==> src/rtl/assert_macros.svh <==
// ---------------------------------------------------------------------------
// assert_macros.svh
// Concurrent assertion helpers shared by the RTL; empty for synthesis.
// ---------------------------------------------------------------------------
`ifndef ASSERT_MACROS_SVH
`define ASSERT_MACROS_SVH
`ifndef SYNTHESIS
// Condition must never hold while out of reset.
`define ASSERT_NEVER(label, clk, rst_n, cond, msg) \
	label: assert property (@(posedge clk) disable iff (!rst_n) !(cond)) \
		else $error(msg);
// Antecedent implies consequent in the same cycle.
`define ASSERT_IMPL(label, clk, rst_n, ante, cons, msg) \
	label: assert property (@(posedge clk) disable iff (!rst_n) (ante) |-> (cons)) \
		else $error(msg);
// Antecedent implies consequent in the next cycle.
`define ASSERT_NEXT(label, clk, rst_n, ante, cons, msg) \
	label: assert property (@(posedge clk) disable iff (!rst_n) (ante) |=> (cons)) \
		else $error(msg);
`else
`define ASSERT_NEVER(label, clk, rst_n, cond, msg)
`define ASSERT_IMPL(label, clk, rst_n, ante, cons, msg)
`define ASSERT_NEXT(label, clk, rst_n, ante, cons, msg)
`endif
`endif

==> src/rtl/hsvg_pkg.sv <==
// ---------------------------------------------------------------------------
// hsvg_pkg
// Shared types, constants and helper functions of the HSV gain pixel block.
// ---------------------------------------------------------------------------
package hsvg_pkg;

	localparam int GAIN_FRAC_BITS_DEF = 8;
	localparam int GAIN_W             = 16;
	localparam int PIX_W              = 8;
	localparam int CFG_IDX_W          = 2;
	localparam int QDEPTH             = 4;
	localparam int QPTR_W             = $clog2(QDEPTH);
	localparam int QCNT_W             = $clog2(QDEPTH + 1);
	localparam int DIV_STAGES         = 8;

	// Configuration register indexes
	localparam logic [CFG_IDX_W-1:0] CFG_SAT_GAIN = 2'd0;
	localparam logic [CFG_IDX_W-1:0] CFG_VAL_GAIN = 2'd1;

	// Sector holding the maximum component
	typedef enum logic [1:0] {
		SECT_R,
		SECT_G,
		SECT_B
	} sector_t;

	// Hue region of sixty degrees each
	typedef enum logic [2:0] {
		SEG_0,
		SEG_1,
		SEG_2,
		SEG_3,
		SEG_4,
		SEG_5
	} region_t;

	// One classified pixel, front to back
	typedef struct packed {
		logic [7:0] r;
		logic [7:0] g;
		logic [7:0] b;
		logic [7:0] mx;
		logic [7:0] d;
		logic [7:0] mag;
		logic       neg;
		sector_t    sect;
		logic       bypass;
	} pix_req_t;

	// Queue status toward the top level
	typedef struct packed {
		logic [QCNT_W-1:0] count;
		logic              full;
		logic              empty;
	} q_stat_t;

	// Scale an offset below sixty to a 0..255 fraction: floor(x * 256 / 60)
	function automatic logic [7:0] rem_scale(input logic [5:0] x);
		logic [18:0] prod;
		prod = 19'(x) * 19'd4370;
		return prod[17:10];
	endfunction

endpackage

==> src/rtl/hsvg_front.sv <==
// ---------------------------------------------------------------------------
// hsvg_front
// Classifies an incoming pixel: max, min spread, hue sector and bypass.
// ---------------------------------------------------------------------------
module hsvg_front import hsvg_pkg::*; #(
	parameter int GAIN_FRAC_BITS = GAIN_FRAC_BITS_DEF
) (
	input  logic [7:0]        red_in,
	input  logic [7:0]        green_in,
	input  logic [7:0]        blue_in,
	input  logic [GAIN_W-1:0] sat_gain,
	input  logic [GAIN_W-1:0] val_gain,
	output pix_req_t          req
);

	localparam logic [GAIN_W:0] UNITY = (GAIN_W+1)'(1) << GAIN_FRAC_BITS;

	logic [7:0] mn;
	logic [7:0] mx;
	logic [8:0] diff;

	// Find extremes
	always_comb begin
		mn = (red_in < green_in) ? ((red_in < blue_in) ? red_in : blue_in)
		                         : ((green_in < blue_in) ? green_in : blue_in);
		mx = (red_in > green_in) ? ((red_in > blue_in) ? red_in : blue_in)
		                         : ((green_in > blue_in) ? green_in : blue_in);
	end

	// Pick sector and signed hue numerator
	always_comb begin
		if (mx == red_in) begin
			req.sect = SECT_R;
			diff     = {1'b0, green_in} - {1'b0, blue_in};
		end else if (mx == green_in) begin
			req.sect = SECT_G;
			diff     = {1'b0, blue_in} - {1'b0, red_in};
		end else begin
			req.sect = SECT_B;
			diff     = {1'b0, red_in} - {1'b0, green_in};
		end
		req.neg    = diff[8];
		req.mag    = diff[8] ? 8'(-diff) : diff[7:0];
		req.r      = red_in;
		req.g      = green_in;
		req.b      = blue_in;
		req.mx     = mx;
		req.d      = mx - mn;
		req.bypass = ({1'b0, sat_gain} == UNITY) && ({1'b0, val_gain} == UNITY);
	end

endmodule

==> src/rtl/hsvg_queue.sv <==
// ---------------------------------------------------------------------------
// hsvg_queue
// Short request queue decoupling the classifier from the conversion pipe.
// ---------------------------------------------------------------------------
module hsvg_queue import hsvg_pkg::*; (
	input  logic     clk,
	input  logic     arst_n,
	input  logic     push,
	input  pix_req_t push_data,
	input  logic     pop,
	output pix_req_t head,
	output q_stat_t  stat
);

	pix_req_t          mem_q [QDEPTH];
	logic [QPTR_W-1:0] wr_ptr_q;
	logic [QPTR_W-1:0] rd_ptr_q;
	logic [QCNT_W-1:0] count_q;

	// Store requests
	always_ff @(posedge clk) begin
		if (push) begin
			mem_q[wr_ptr_q] <= push_data;
		end
	end

	// Advance pointers and fill count
	always_ff @(posedge clk or negedge arst_n) begin
		if (!arst_n) begin
			wr_ptr_q <= '0;
			rd_ptr_q <= '0;
			count_q  <= '0;
		end else begin
			if (push) begin
				wr_ptr_q <= wr_ptr_q + 1'b1;
			end
			if (pop) begin
				rd_ptr_q <= rd_ptr_q + 1'b1;
			end
			if (push && !pop) begin
				count_q <= count_q + 1'b1;
			end else if (pop && !push) begin
				count_q <= count_q - 1'b1;
			end
		end
	end

	assign head       = mem_q[rd_ptr_q];
	assign stat.count = count_q;
	assign stat.full  = (count_q == QCNT_W'(QDEPTH));
	assign stat.empty = (count_q == '0);

endmodule

==> src/rtl/hsvg_back.sv <==
// ---------------------------------------------------------------------------
// hsvg_back
// Conversion pipe: divides for saturation and hue, applies gains, rebuilds RGB.
// ---------------------------------------------------------------------------
module hsvg_back import hsvg_pkg::*; #(
	parameter int GAIN_FRAC_BITS = GAIN_FRAC_BITS_DEF
) (
	input  logic              clk,
	input  logic              arst_n,
	input  logic              head_valid,
	input  pix_req_t          head,
	output logic              pop,
	input  logic [GAIN_W-1:0] sat_gain,
	input  logic [GAIN_W-1:0] val_gain,
	output logic              out_valid,
	input  logic              out_stall,
	output logic [7:0]        red_out,
	output logic [7:0]        green_out,
	output logic [7:0]        blue_out
);

	localparam int PROD_W = PIX_W + GAIN_W;

	typedef struct packed {
		pix_req_t    ctx;
		logic [15:0] srem;
		logic [7:0]  sq;
		logic [15:0] hrem;
		logic [7:0]  hq;
	} div_t;

	logic adv;
	div_t div_seed;
	div_t div_in [DIV_STAGES];
	div_t div_nx [DIV_STAGES];
	div_t div_s  [DIV_STAGES];
	logic vld_s  [DIV_STAGES];

	// Whole pipe moves unless the result waits
	assign adv = !out_valid || !out_stall;
	assign pop = head_valid && adv;

	// Seed the dividers from the queue head
	always_comb begin
		div_seed.ctx  = head;
		div_seed.srem = {head.d, 8'd0} - 16'(head.d);
		div_seed.sq   = '0;
		div_seed.hrem = 16'(head.mag) * 16'd60;
		div_seed.hq   = '0;
	end

	// One quotient bit per stage, both divisions side by side
	for (genvar i = 0; i < DIV_STAGES; i++) begin : g_div
		localparam int K = DIV_STAGES - 1 - i;
		if (i > 0) begin : g_link
			assign div_in[i] = div_s[i-1];
		end else begin : g_first
			assign div_in[i] = div_seed;
		end
		always_comb begin
			logic [15:0] sden;
			logic [15:0] hden;
			sden      = 16'(div_in[i].ctx.mx) << K;
			hden      = 16'(div_in[i].ctx.d) << K;
			div_nx[i] = div_in[i];
			if (div_in[i].srem >= sden) begin
				div_nx[i].srem  = div_in[i].srem - sden;
				div_nx[i].sq[K] = 1'b1;
			end
			if (div_in[i].hrem >= hden) begin
				div_nx[i].hrem  = div_in[i].hrem - hden;
				div_nx[i].hq[K] = 1'b1;
			end
		end
		always_ff @(posedge clk) begin
			if (adv) begin
				div_s[i] <= div_nx[i];
			end
		end
		always_ff @(posedge clk or negedge arst_n) begin
			if (!arst_n) begin
				vld_s[i] <= 1'b0;
			end else if (adv) begin
				vld_s[i] <= (i == 0) ? head_valid : vld_s[i-((i > 0) ? 1 : 0)];
			end
		end
	end

	// Stage 9: hue from sector, gains on saturation and value
	div_t        dv;
	logic [9:0]  hue_c;
	logic [7:0]  sat_c;
	logic [PROD_W-1:0] sprod, vprod, ssh, vsh;
	logic        vld_s9, byp_s9;
	logic [23:0] rgb_s9;
	logic [8:0]  hue_s9;
	logic [7:0]  sat_s9, val_s9;

	assign dv = div_s[DIV_STAGES-1];

	always_comb begin
		logic [9:0] off;
		off = dv.ctx.neg ? (10'd0 - 10'(dv.hq)) : 10'(dv.hq);
		case (dv.ctx.sect)
			SECT_R: begin
				hue_c = 10'd360 + off;
				if (hue_c > 10'd359) begin
					hue_c = hue_c - 10'd360;
				end
			end
			SECT_G: hue_c = 10'd120 + off;
			default: hue_c = 10'd240 + off;
		endcase
		sat_c = (dv.ctx.mx == 8'd0) ? 8'd0 : dv.sq;
		sprod = PROD_W'(sat_c) * PROD_W'(sat_gain);
		vprod = PROD_W'(dv.ctx.mx) * PROD_W'(val_gain);
		ssh   = sprod >> GAIN_FRAC_BITS;
		vsh   = vprod >> GAIN_FRAC_BITS;
	end

	always_ff @(posedge clk) begin
		if (adv) begin
			byp_s9 <= dv.ctx.bypass;
			rgb_s9 <= {dv.ctx.r, dv.ctx.g, dv.ctx.b};
			hue_s9 <= hue_c[8:0];
			sat_s9 <= (|ssh[PROD_W-1:8]) ? 8'hFF : ssh[7:0];
			val_s9 <= (|vsh[PROD_W-1:8]) ? 8'hFF : vsh[7:0];
		end
	end

	// Stage 10: region, fraction and p
	region_t    reg_c;
	logic [8:0] base_c;
	logic [15:0] p_prod;
	logic       vld_s10, byp_s10;
	logic [23:0] rgb_s10;
	logic [7:0] sat_s10, val_s10, rem_s10, p_s10;
	region_t    reg_s10;

	always_comb begin
		if (hue_s9 >= 9'd300) begin
			reg_c = SEG_5; base_c = 9'd300;
		end else if (hue_s9 >= 9'd240) begin
			reg_c = SEG_4; base_c = 9'd240;
		end else if (hue_s9 >= 9'd180) begin
			reg_c = SEG_3; base_c = 9'd180;
		end else if (hue_s9 >= 9'd120) begin
			reg_c = SEG_2; base_c = 9'd120;
		end else if (hue_s9 >= 9'd60) begin
			reg_c = SEG_1; base_c = 9'd60;
		end else begin
			reg_c = SEG_0; base_c = 9'd0;
		end
		p_prod = 16'(val_s9) * 16'(8'd255 - sat_s9);
	end

	always_ff @(posedge clk) begin
		if (adv) begin
			byp_s10 <= byp_s9;
			rgb_s10 <= rgb_s9;
			sat_s10 <= sat_s9;
			val_s10 <= val_s9;
			reg_s10 <= reg_c;
			rem_s10 <= rem_scale(6'(hue_s9 - base_c));
			p_s10   <= p_prod[15:8];
		end
	end

	// Stage 11: saturation times fraction and its complement
	logic [15:0] sr_prod, srn_prod;
	logic        vld_s11, byp_s11;
	logic [23:0] rgb_s11;
	logic [7:0]  sat_s11, val_s11, p_s11, sr_s11, srn_s11;
	region_t     reg_s11;

	assign sr_prod  = 16'(sat_s10) * 16'(rem_s10);
	assign srn_prod = 16'(sat_s10) * 16'(8'd255 - rem_s10);

	always_ff @(posedge clk) begin
		if (adv) begin
			byp_s11 <= byp_s10;
			rgb_s11 <= rgb_s10;
			sat_s11 <= sat_s10;
			val_s11 <= val_s10;
			reg_s11 <= reg_s10;
			p_s11   <= p_s10;
			sr_s11  <= sr_prod[15:8];
			srn_s11 <= srn_prod[15:8];
		end
	end

	// Stage 12: q and t, then pick the region's order
	logic [15:0] q_prod, t_prod;
	logic [7:0]  q_c, t_c, ro_c, go_c, bo_c;
	logic        vld_s12;
	logic [7:0]  ro_s12, go_s12, bo_s12;

	always_comb begin
		q_prod = 16'(val_s11) * 16'(8'd255 - sr_s11);
		t_prod = 16'(val_s11) * 16'(8'd255 - srn_s11);
		q_c    = q_prod[15:8];
		t_c    = t_prod[15:8];
		if (byp_s11) begin
			{ro_c, go_c, bo_c} = rgb_s11;
		end else if (sat_s11 == 8'd0) begin
			{ro_c, go_c, bo_c} = {val_s11, val_s11, val_s11};
		end else begin
			case (reg_s11)
				SEG_0:   {ro_c, go_c, bo_c} = {val_s11, t_c, p_s11};
				SEG_1:   {ro_c, go_c, bo_c} = {q_c, val_s11, p_s11};
				SEG_2:   {ro_c, go_c, bo_c} = {p_s11, val_s11, t_c};
				SEG_3:   {ro_c, go_c, bo_c} = {p_s11, q_c, val_s11};
				SEG_4:   {ro_c, go_c, bo_c} = {t_c, p_s11, val_s11};
				default: {ro_c, go_c, bo_c} = {val_s11, p_s11, q_c};
			endcase
		end
	end

	always_ff @(posedge clk) begin
		if (adv) begin
			ro_s12 <= ro_c;
			go_s12 <= go_c;
			bo_s12 <= bo_c;
		end
	end

	// Valid flags of the tail stages
	always_ff @(posedge clk or negedge arst_n) begin
		if (!arst_n) begin
			vld_s9  <= 1'b0;
			vld_s10 <= 1'b0;
			vld_s11 <= 1'b0;
			vld_s12 <= 1'b0;
		end else if (adv) begin
			vld_s9  <= vld_s[DIV_STAGES-1];
			vld_s10 <= vld_s9;
			vld_s11 <= vld_s10;
			vld_s12 <= vld_s11;
		end
	end

	assign out_valid = vld_s12;
	assign red_out   = ro_s12;
	assign green_out = go_s12;
	assign blue_out  = bo_s12;

endmodule

==> src/rtl/hsv_gain_pixel_transform.sv <==
// ---------------------------------------------------------------------------
// hsv_gain_pixel_transform
// RGB pixel saturation and value gain through an integer HSV round trip.
// ---------------------------------------------------------------------------
// Input channel: in_valid with red_in, green_in, blue_in; the block raises
// in_stall when its four-entry request queue is full. Output channel:
// out_valid with red_out, green_out, blue_out; downstream holds out_stall to
// keep the result. Configuration: cfg_valid, cfg_index, cfg_data, with
// cfg_ready always high; index 0 is the saturation gain, index 1 the value
// gain (unsigned, GAIN_FRAC_BITS fraction bits), other indexes are dropped.
// Write gains only while no pixel is in flight.
// From input accept to out_valid a pixel passes the queue, the eight
// side-by-side restoring divider stages (one quotient bit per stage) and
// the stages for gain, region and the p/q/t multiplies. Throughput is one
// pixel per clock while out_stall is low; the divider pipe sets the depth.
// A stalled output freezes the whole conversion pipe; the queue keeps
// accepting until full. Reset empties the queue and pipe and sets both
// gains to 256, which is 1.0 at the default eight fraction bits, so pixels
// then pass through unchanged.
// ---------------------------------------------------------------------------
`include "assert_macros.svh"

module hsv_gain_pixel_transform import hsvg_pkg::*; #(
	parameter int GAIN_FRAC_BITS = GAIN_FRAC_BITS_DEF
) (
	input  logic                 clk,
	input  logic                 arst_n,
	input  logic                 in_valid,
	output logic                 in_stall,
	input  logic [7:0]           red_in,
	input  logic [7:0]           green_in,
	input  logic [7:0]           blue_in,
	output logic                 out_valid,
	input  logic                 out_stall,
	output logic [7:0]           red_out,
	output logic [7:0]           green_out,
	output logic [7:0]           blue_out,
	input  logic                 cfg_valid,
	output logic                 cfg_ready,
	input  logic [CFG_IDX_W-1:0] cfg_index,
	input  logic [GAIN_W-1:0]    cfg_data
);

	localparam logic [GAIN_W-1:0] GAIN_RESET = GAIN_W'(256);

	logic [GAIN_W-1:0] sat_gain_q;
	logic [GAIN_W-1:0] val_gain_q;
	pix_req_t          req;
	pix_req_t          head;
	q_stat_t           q_stat;
	logic              push;
	logic              pop;

	// Gain registers
	assign cfg_ready = 1'b1;

	always_ff @(posedge clk or negedge arst_n) begin
		if (!arst_n) begin
			sat_gain_q <= GAIN_RESET;
			val_gain_q <= GAIN_RESET;
		end else if (cfg_valid && cfg_ready) begin
			if (cfg_index == CFG_SAT_GAIN) begin
				sat_gain_q <= cfg_data;
			end else if (cfg_index == CFG_VAL_GAIN) begin
				val_gain_q <= cfg_data;
			end
		end
	end

	// Classify and enqueue requests
	hsvg_front #(
		.GAIN_FRAC_BITS(GAIN_FRAC_BITS)
	) u_front (
		.red_in   (red_in),
		.green_in (green_in),
		.blue_in  (blue_in),
		.sat_gain (sat_gain_q),
		.val_gain (val_gain_q),
		.req      (req)
	);

	assign in_stall = q_stat.full;
	assign push     = in_valid && !in_stall;

	hsvg_queue u_queue (
		.clk       (clk),
		.arst_n    (arst_n),
		.push      (push),
		.push_data (req),
		.pop       (pop),
		.head      (head),
		.stat      (q_stat)
	);

	// Convert and deliver
	hsvg_back #(
		.GAIN_FRAC_BITS(GAIN_FRAC_BITS)
	) u_back (
		.clk        (clk),
		.arst_n     (arst_n),
		.head_valid (!q_stat.empty),
		.head       (head),
		.pop        (pop),
		.sat_gain   (sat_gain_q),
		.val_gain   (val_gain_q),
		.out_valid  (out_valid),
		.out_stall  (out_stall),
		.red_out    (red_out),
		.green_out  (green_out),
		.blue_out   (blue_out)
	);

	`ASSERT_NEVER(a_q_over, clk, arst_n, q_stat.count > QCNT_W'(QDEPTH), "queue overfilled")
	`ASSERT_NEVER(a_pop_empty, clk, arst_n, pop && q_stat.empty, "pop from empty queue")
	`ASSERT_NEXT(a_hold_full, clk, arst_n, q_stat.full && !pop, q_stat.full, "full queue drained without pop")
	`ASSERT_IMPL(a_pop_adv, clk, arst_n, !q_stat.empty && !out_valid, pop, "idle pipe failed to pop")

endmodule

==> config.mk <==
export PLATFORM = sky130hd
export DESIGN_NAME = hsv_gain_pixel_transform
export DESIGN_NICKNAME = d
export VERILOG_FILES = /design/src/rtl/hsvg_pkg.sv /design/src/rtl/hsvg_front.sv /design/src/rtl/hsvg_queue.sv /design/src/rtl/hsvg_back.sv /design/src/rtl/hsv_gain_pixel_transform.sv
export VERILOG_INCLUDE_DIRS = /design/src /design/src/rtl
export SDC_FILE = /design/constraint.sdc
export NUM_CORES = 2
export LEC_CHECK = 0
export ABC_AREA = 1
export BUFFER_PORTS_ARGS = -buffer_cell sky130_fd_sc_hd__clkbuf_2
export CORE_MARGIN = 5
export CORE_UTILIZATION = 45
export DETAILED_ROUTE_END_ITERATION = 12
export GPL_ROUTABILITY_DRIVEN = 0
export GPL_TIMING_DRIVEN = 1
export HOLD_SLACK_MARGIN = 0.08
export PLACE_DENSITY_LB_ADDON = 0.15
export SKIP_CTS_REPAIR_TIMING = 1
export SYNTH_ARGS = -nofsm -noshare
export SYNTH_HDL_FRONTEND = slang
export SYNTH_HIERARCHICAL = 1
export SYNTH_SLANG_ARGS = --single-unit
==> constraint.sdc <==
create_clock -name clk -period 33.6 [get_ports clk]
set_input_delay 5.04 -clock clk [delete_from_list [all_inputs] [get_ports clk]]
set_output_delay 5.04 -clock clk [all_outputs]
set_load 0.01 [all_outputs]
==> results.md <==
- Final worst path period share: 26.6%
- First DRT Iteration DRCs: 2638
- Outcome: completed
- Total Wirelength: 136000 um
- CP Class: in2reg
- Non-filler cells, final: 8772
- DR WL met2: 64800 um
- DP Wirelength: 101000 um
- I/O Buffers: 72
- Cell Chain, Critical Path: clkbuf_2, nand2_4, buf_4, buf_4, buf_4, buf_4
- Top cell type's share of synthesized area: 45.7%
- Met3 WL: 5990 um
- Commonest cells after routing, fill and taps aside: nand2_1 (1245), inv_1 (1202), edfxtp_1 (1030)
- Post-synth EDFFs: 1030
- Placed inst area: 69700 um^2
- Leading cell type in the layout, fill and taps excluded: nand2_1
- CP Max Fanout: 87
- Post-synth cell types: 77
- Slew Viols, Final: 0
- Die Ht: 398 um
- Warnings, synthesis: 6
- Min Tclk post-route: 8930 ps
- Post-synth top area cell: edfxtp_1
- Post-synth top flop: edfxtp_1
- Inst Count DP: 8558
- Fraction of layout cells with a size suffix above 1: 6.63%
- Initial antenna violation count: 2
- Gr ovfl total: 0
- Startpoint Class: primary input
- CTS Buffer Depth: 3
- RSZ-0062 raised after global routing: no
- Area Overhead vs Synth: 8.70%
- Final Hold Viols: 0
- Finished Cell Area: 73500 um^2
- CTS clk-pin slew, worst paths: 60 ps
- Register area share after synthesis: 47.6%
- Worst path arrival time: 9230 ps
- Number of global-route vias before repair: 44472
- Largest net degree at the start of global routing: 97
- Wl on met1: 61400 um
- Antenna diodes: 0
- Cells after synthesis: 6621
- Pre-Repair DR Iteration Count: 6
- Routed WL per cell: 15.5 um
- Slowest cell on crit path: buf_4
- # IOs: 74
- #FFs+latches synth: 1081
- Drt drc: 0
- R2R Setup Slk: 26890 ps
- Fmax: 112 MHz
- Initial Utilization: 45.2%
- Fillers: 13703
- CP required: 33900 ps
- Core ar.: 150000 um^2
- Post-route ant nets: 0
- Relative slew slack: 24.8%
- Fin nets: 7535
- CP endpoint kind: register
- Worst-skew pair later-pin latency: 750 ps
- Final setup fails: 0
- Syn nets: 7499
- Chip width: 398 um
- CTS tree: yes
- Htree depth: 3
- GRT Util Overall: 17.5%
- Num CTS Buffers: 113
- Async SR Flop Fraction: 4.72%
- Syn avg cell area: 10.2 um^2
- HP Class: reg2reg
- Root Buffer: clkbuf_16
- Top Metal Used: met4
- Post-Syn Area: 67600 um^2
- Area contributors post-synth: edfxtp_1 (46%), fa_1 (11%), ha_1 (8.4%), nand2_1 (6.9%), inv_1 (6.7%)
- Die Area: 158000 um^2
- First-pass GRT wire length: 226000 um
- Family with the most delay on the worst path: buffers and inverters
- Crit path buf inv count: 5
- Crit-path most repeated cell: buf_4
- Worst-margin pin slew: 1120 ps
- Routed via count: 43893
- Worst Skew: 57.4 ps
- CTS Sinks: 1081
- Slowest stage delay, CP: 940 ps
- Drt via density: 5.00
- Setup_tns: 0 ps
- Max_cap viols: 0
- Row count: 142
==> layout make-up <==
type / instances / area (um^2) / share of cell area (%)
Clock buffer: 139 / 2980 / 4.05
Clock inverter: 75 / 795 / 1.08
Tap cell: 2016 / 2520 / 3.43
Multi-Input combinational cell: 4130 / 29800 / 40.6
Timing Repair Buffer: 96 / 541 / 0.735
Sequential cell: 1081 / 32200 / 43.8
Inverter: 1235 / 4640 / 6.31
==> final timing paths <==
path | to | depth (start not counted) | startpoint
worst min-delay path | u_back/div_s[1][229] | 0 | u_back/div_s[1][129]
worst max register to register | u_back/sat_s9[3] | 27 | u_back/div_s[1][371]
min in group asynchronous | val_gain_q[3] | 1 | arst_n
worst min register to register | u_back/div_s[1][229] | 0 | u_back/div_s[1][129]
worst max-delay path | u_back/green_out[6] | 6 | out_stall
max in group asynchronous | u_queue/rd_ptr_q[0] | 2 | arst_n
==> registers in the layout (all words and copies together) (netlist names), 9 cells and up <==
register and count:
u_back/hue_s9 9, sat_gain_q 16, u_back/rgb_s9 24, u_back/rgb_s11 24
val_gain_q 16, u_back/rgb_s10 24, u_queue/mem_q 208, u_back/div_s 620
==> Yosys cell counts (9+ instances only) <==
library cell / number
xor2_1: 139
fa_1: 378
nand4_1: 56
a21o_1: 25
buf_6: 9
dfrtp_1: 49
o211ai_1: 118
or2_2: 18
nor2_4: 14
nor3_1: 46
edfxtp_1: 1030
nor2_1: 500
a21boi_0: 9
clkbuf_1: 70
xnor2_1: 72
nor4_1: 31
ha_1: 453
a21oi_1: 292
nand3_2: 15
o21ai_1: 21
nand3_1: 269
nand2_4: 10
nor2_2: 15
a31oi_1: 20
buf_4: 44
a221oi_1: 9
nand3b_1: 26
inv_1: 1206
nand2_1: 1246
inv_2: 21
o21bai_1: 17
nand2_2: 36
mux2_2: 10
o21ai_0: 193
buf_2: 47
==> through the flow <==
stage	hold WS (ps)	worst slack (ps)	util (%)
finish	391	24670	49.1
global placement	400	23910	46.6
global route	390	24310	49.1
floorplan	400	3090	-
CTS	390	24590	49.1
detailed placement	405	23820	46.6
==> cells by family (layout without fill, tap and decap cells) <==
kind of cell / after synthesis / in the layout / synth area share [%]
buffers and inverters: 1410 / 1545 / 8.28
AO/OA/AOI/OAI: 773 / 773 / 6.82
AND/OR/NAND/NOR: 2301 / 2301 / 14.7
XOR/XNOR: 213 / 213 / 2.80
other: 1 / 1 / 0.00555
multiplexers: 11 / 11 / 0.181
adder cells (fa/ha/maj): 831 / 831 / 19.6
flip-flops: 1081 / 1081 / 47.6
==> metal layers <==
metal	GRT usage (%)	up-vias
li1	-	21806
met5	0	-
met2	29.5	946
met3	2.42	217
met4	5.16	0
met1	23.6	20924
Power is not shown: default switching activity piles up to over one toggle a cycle in this logic, so the estimate is an artifact.
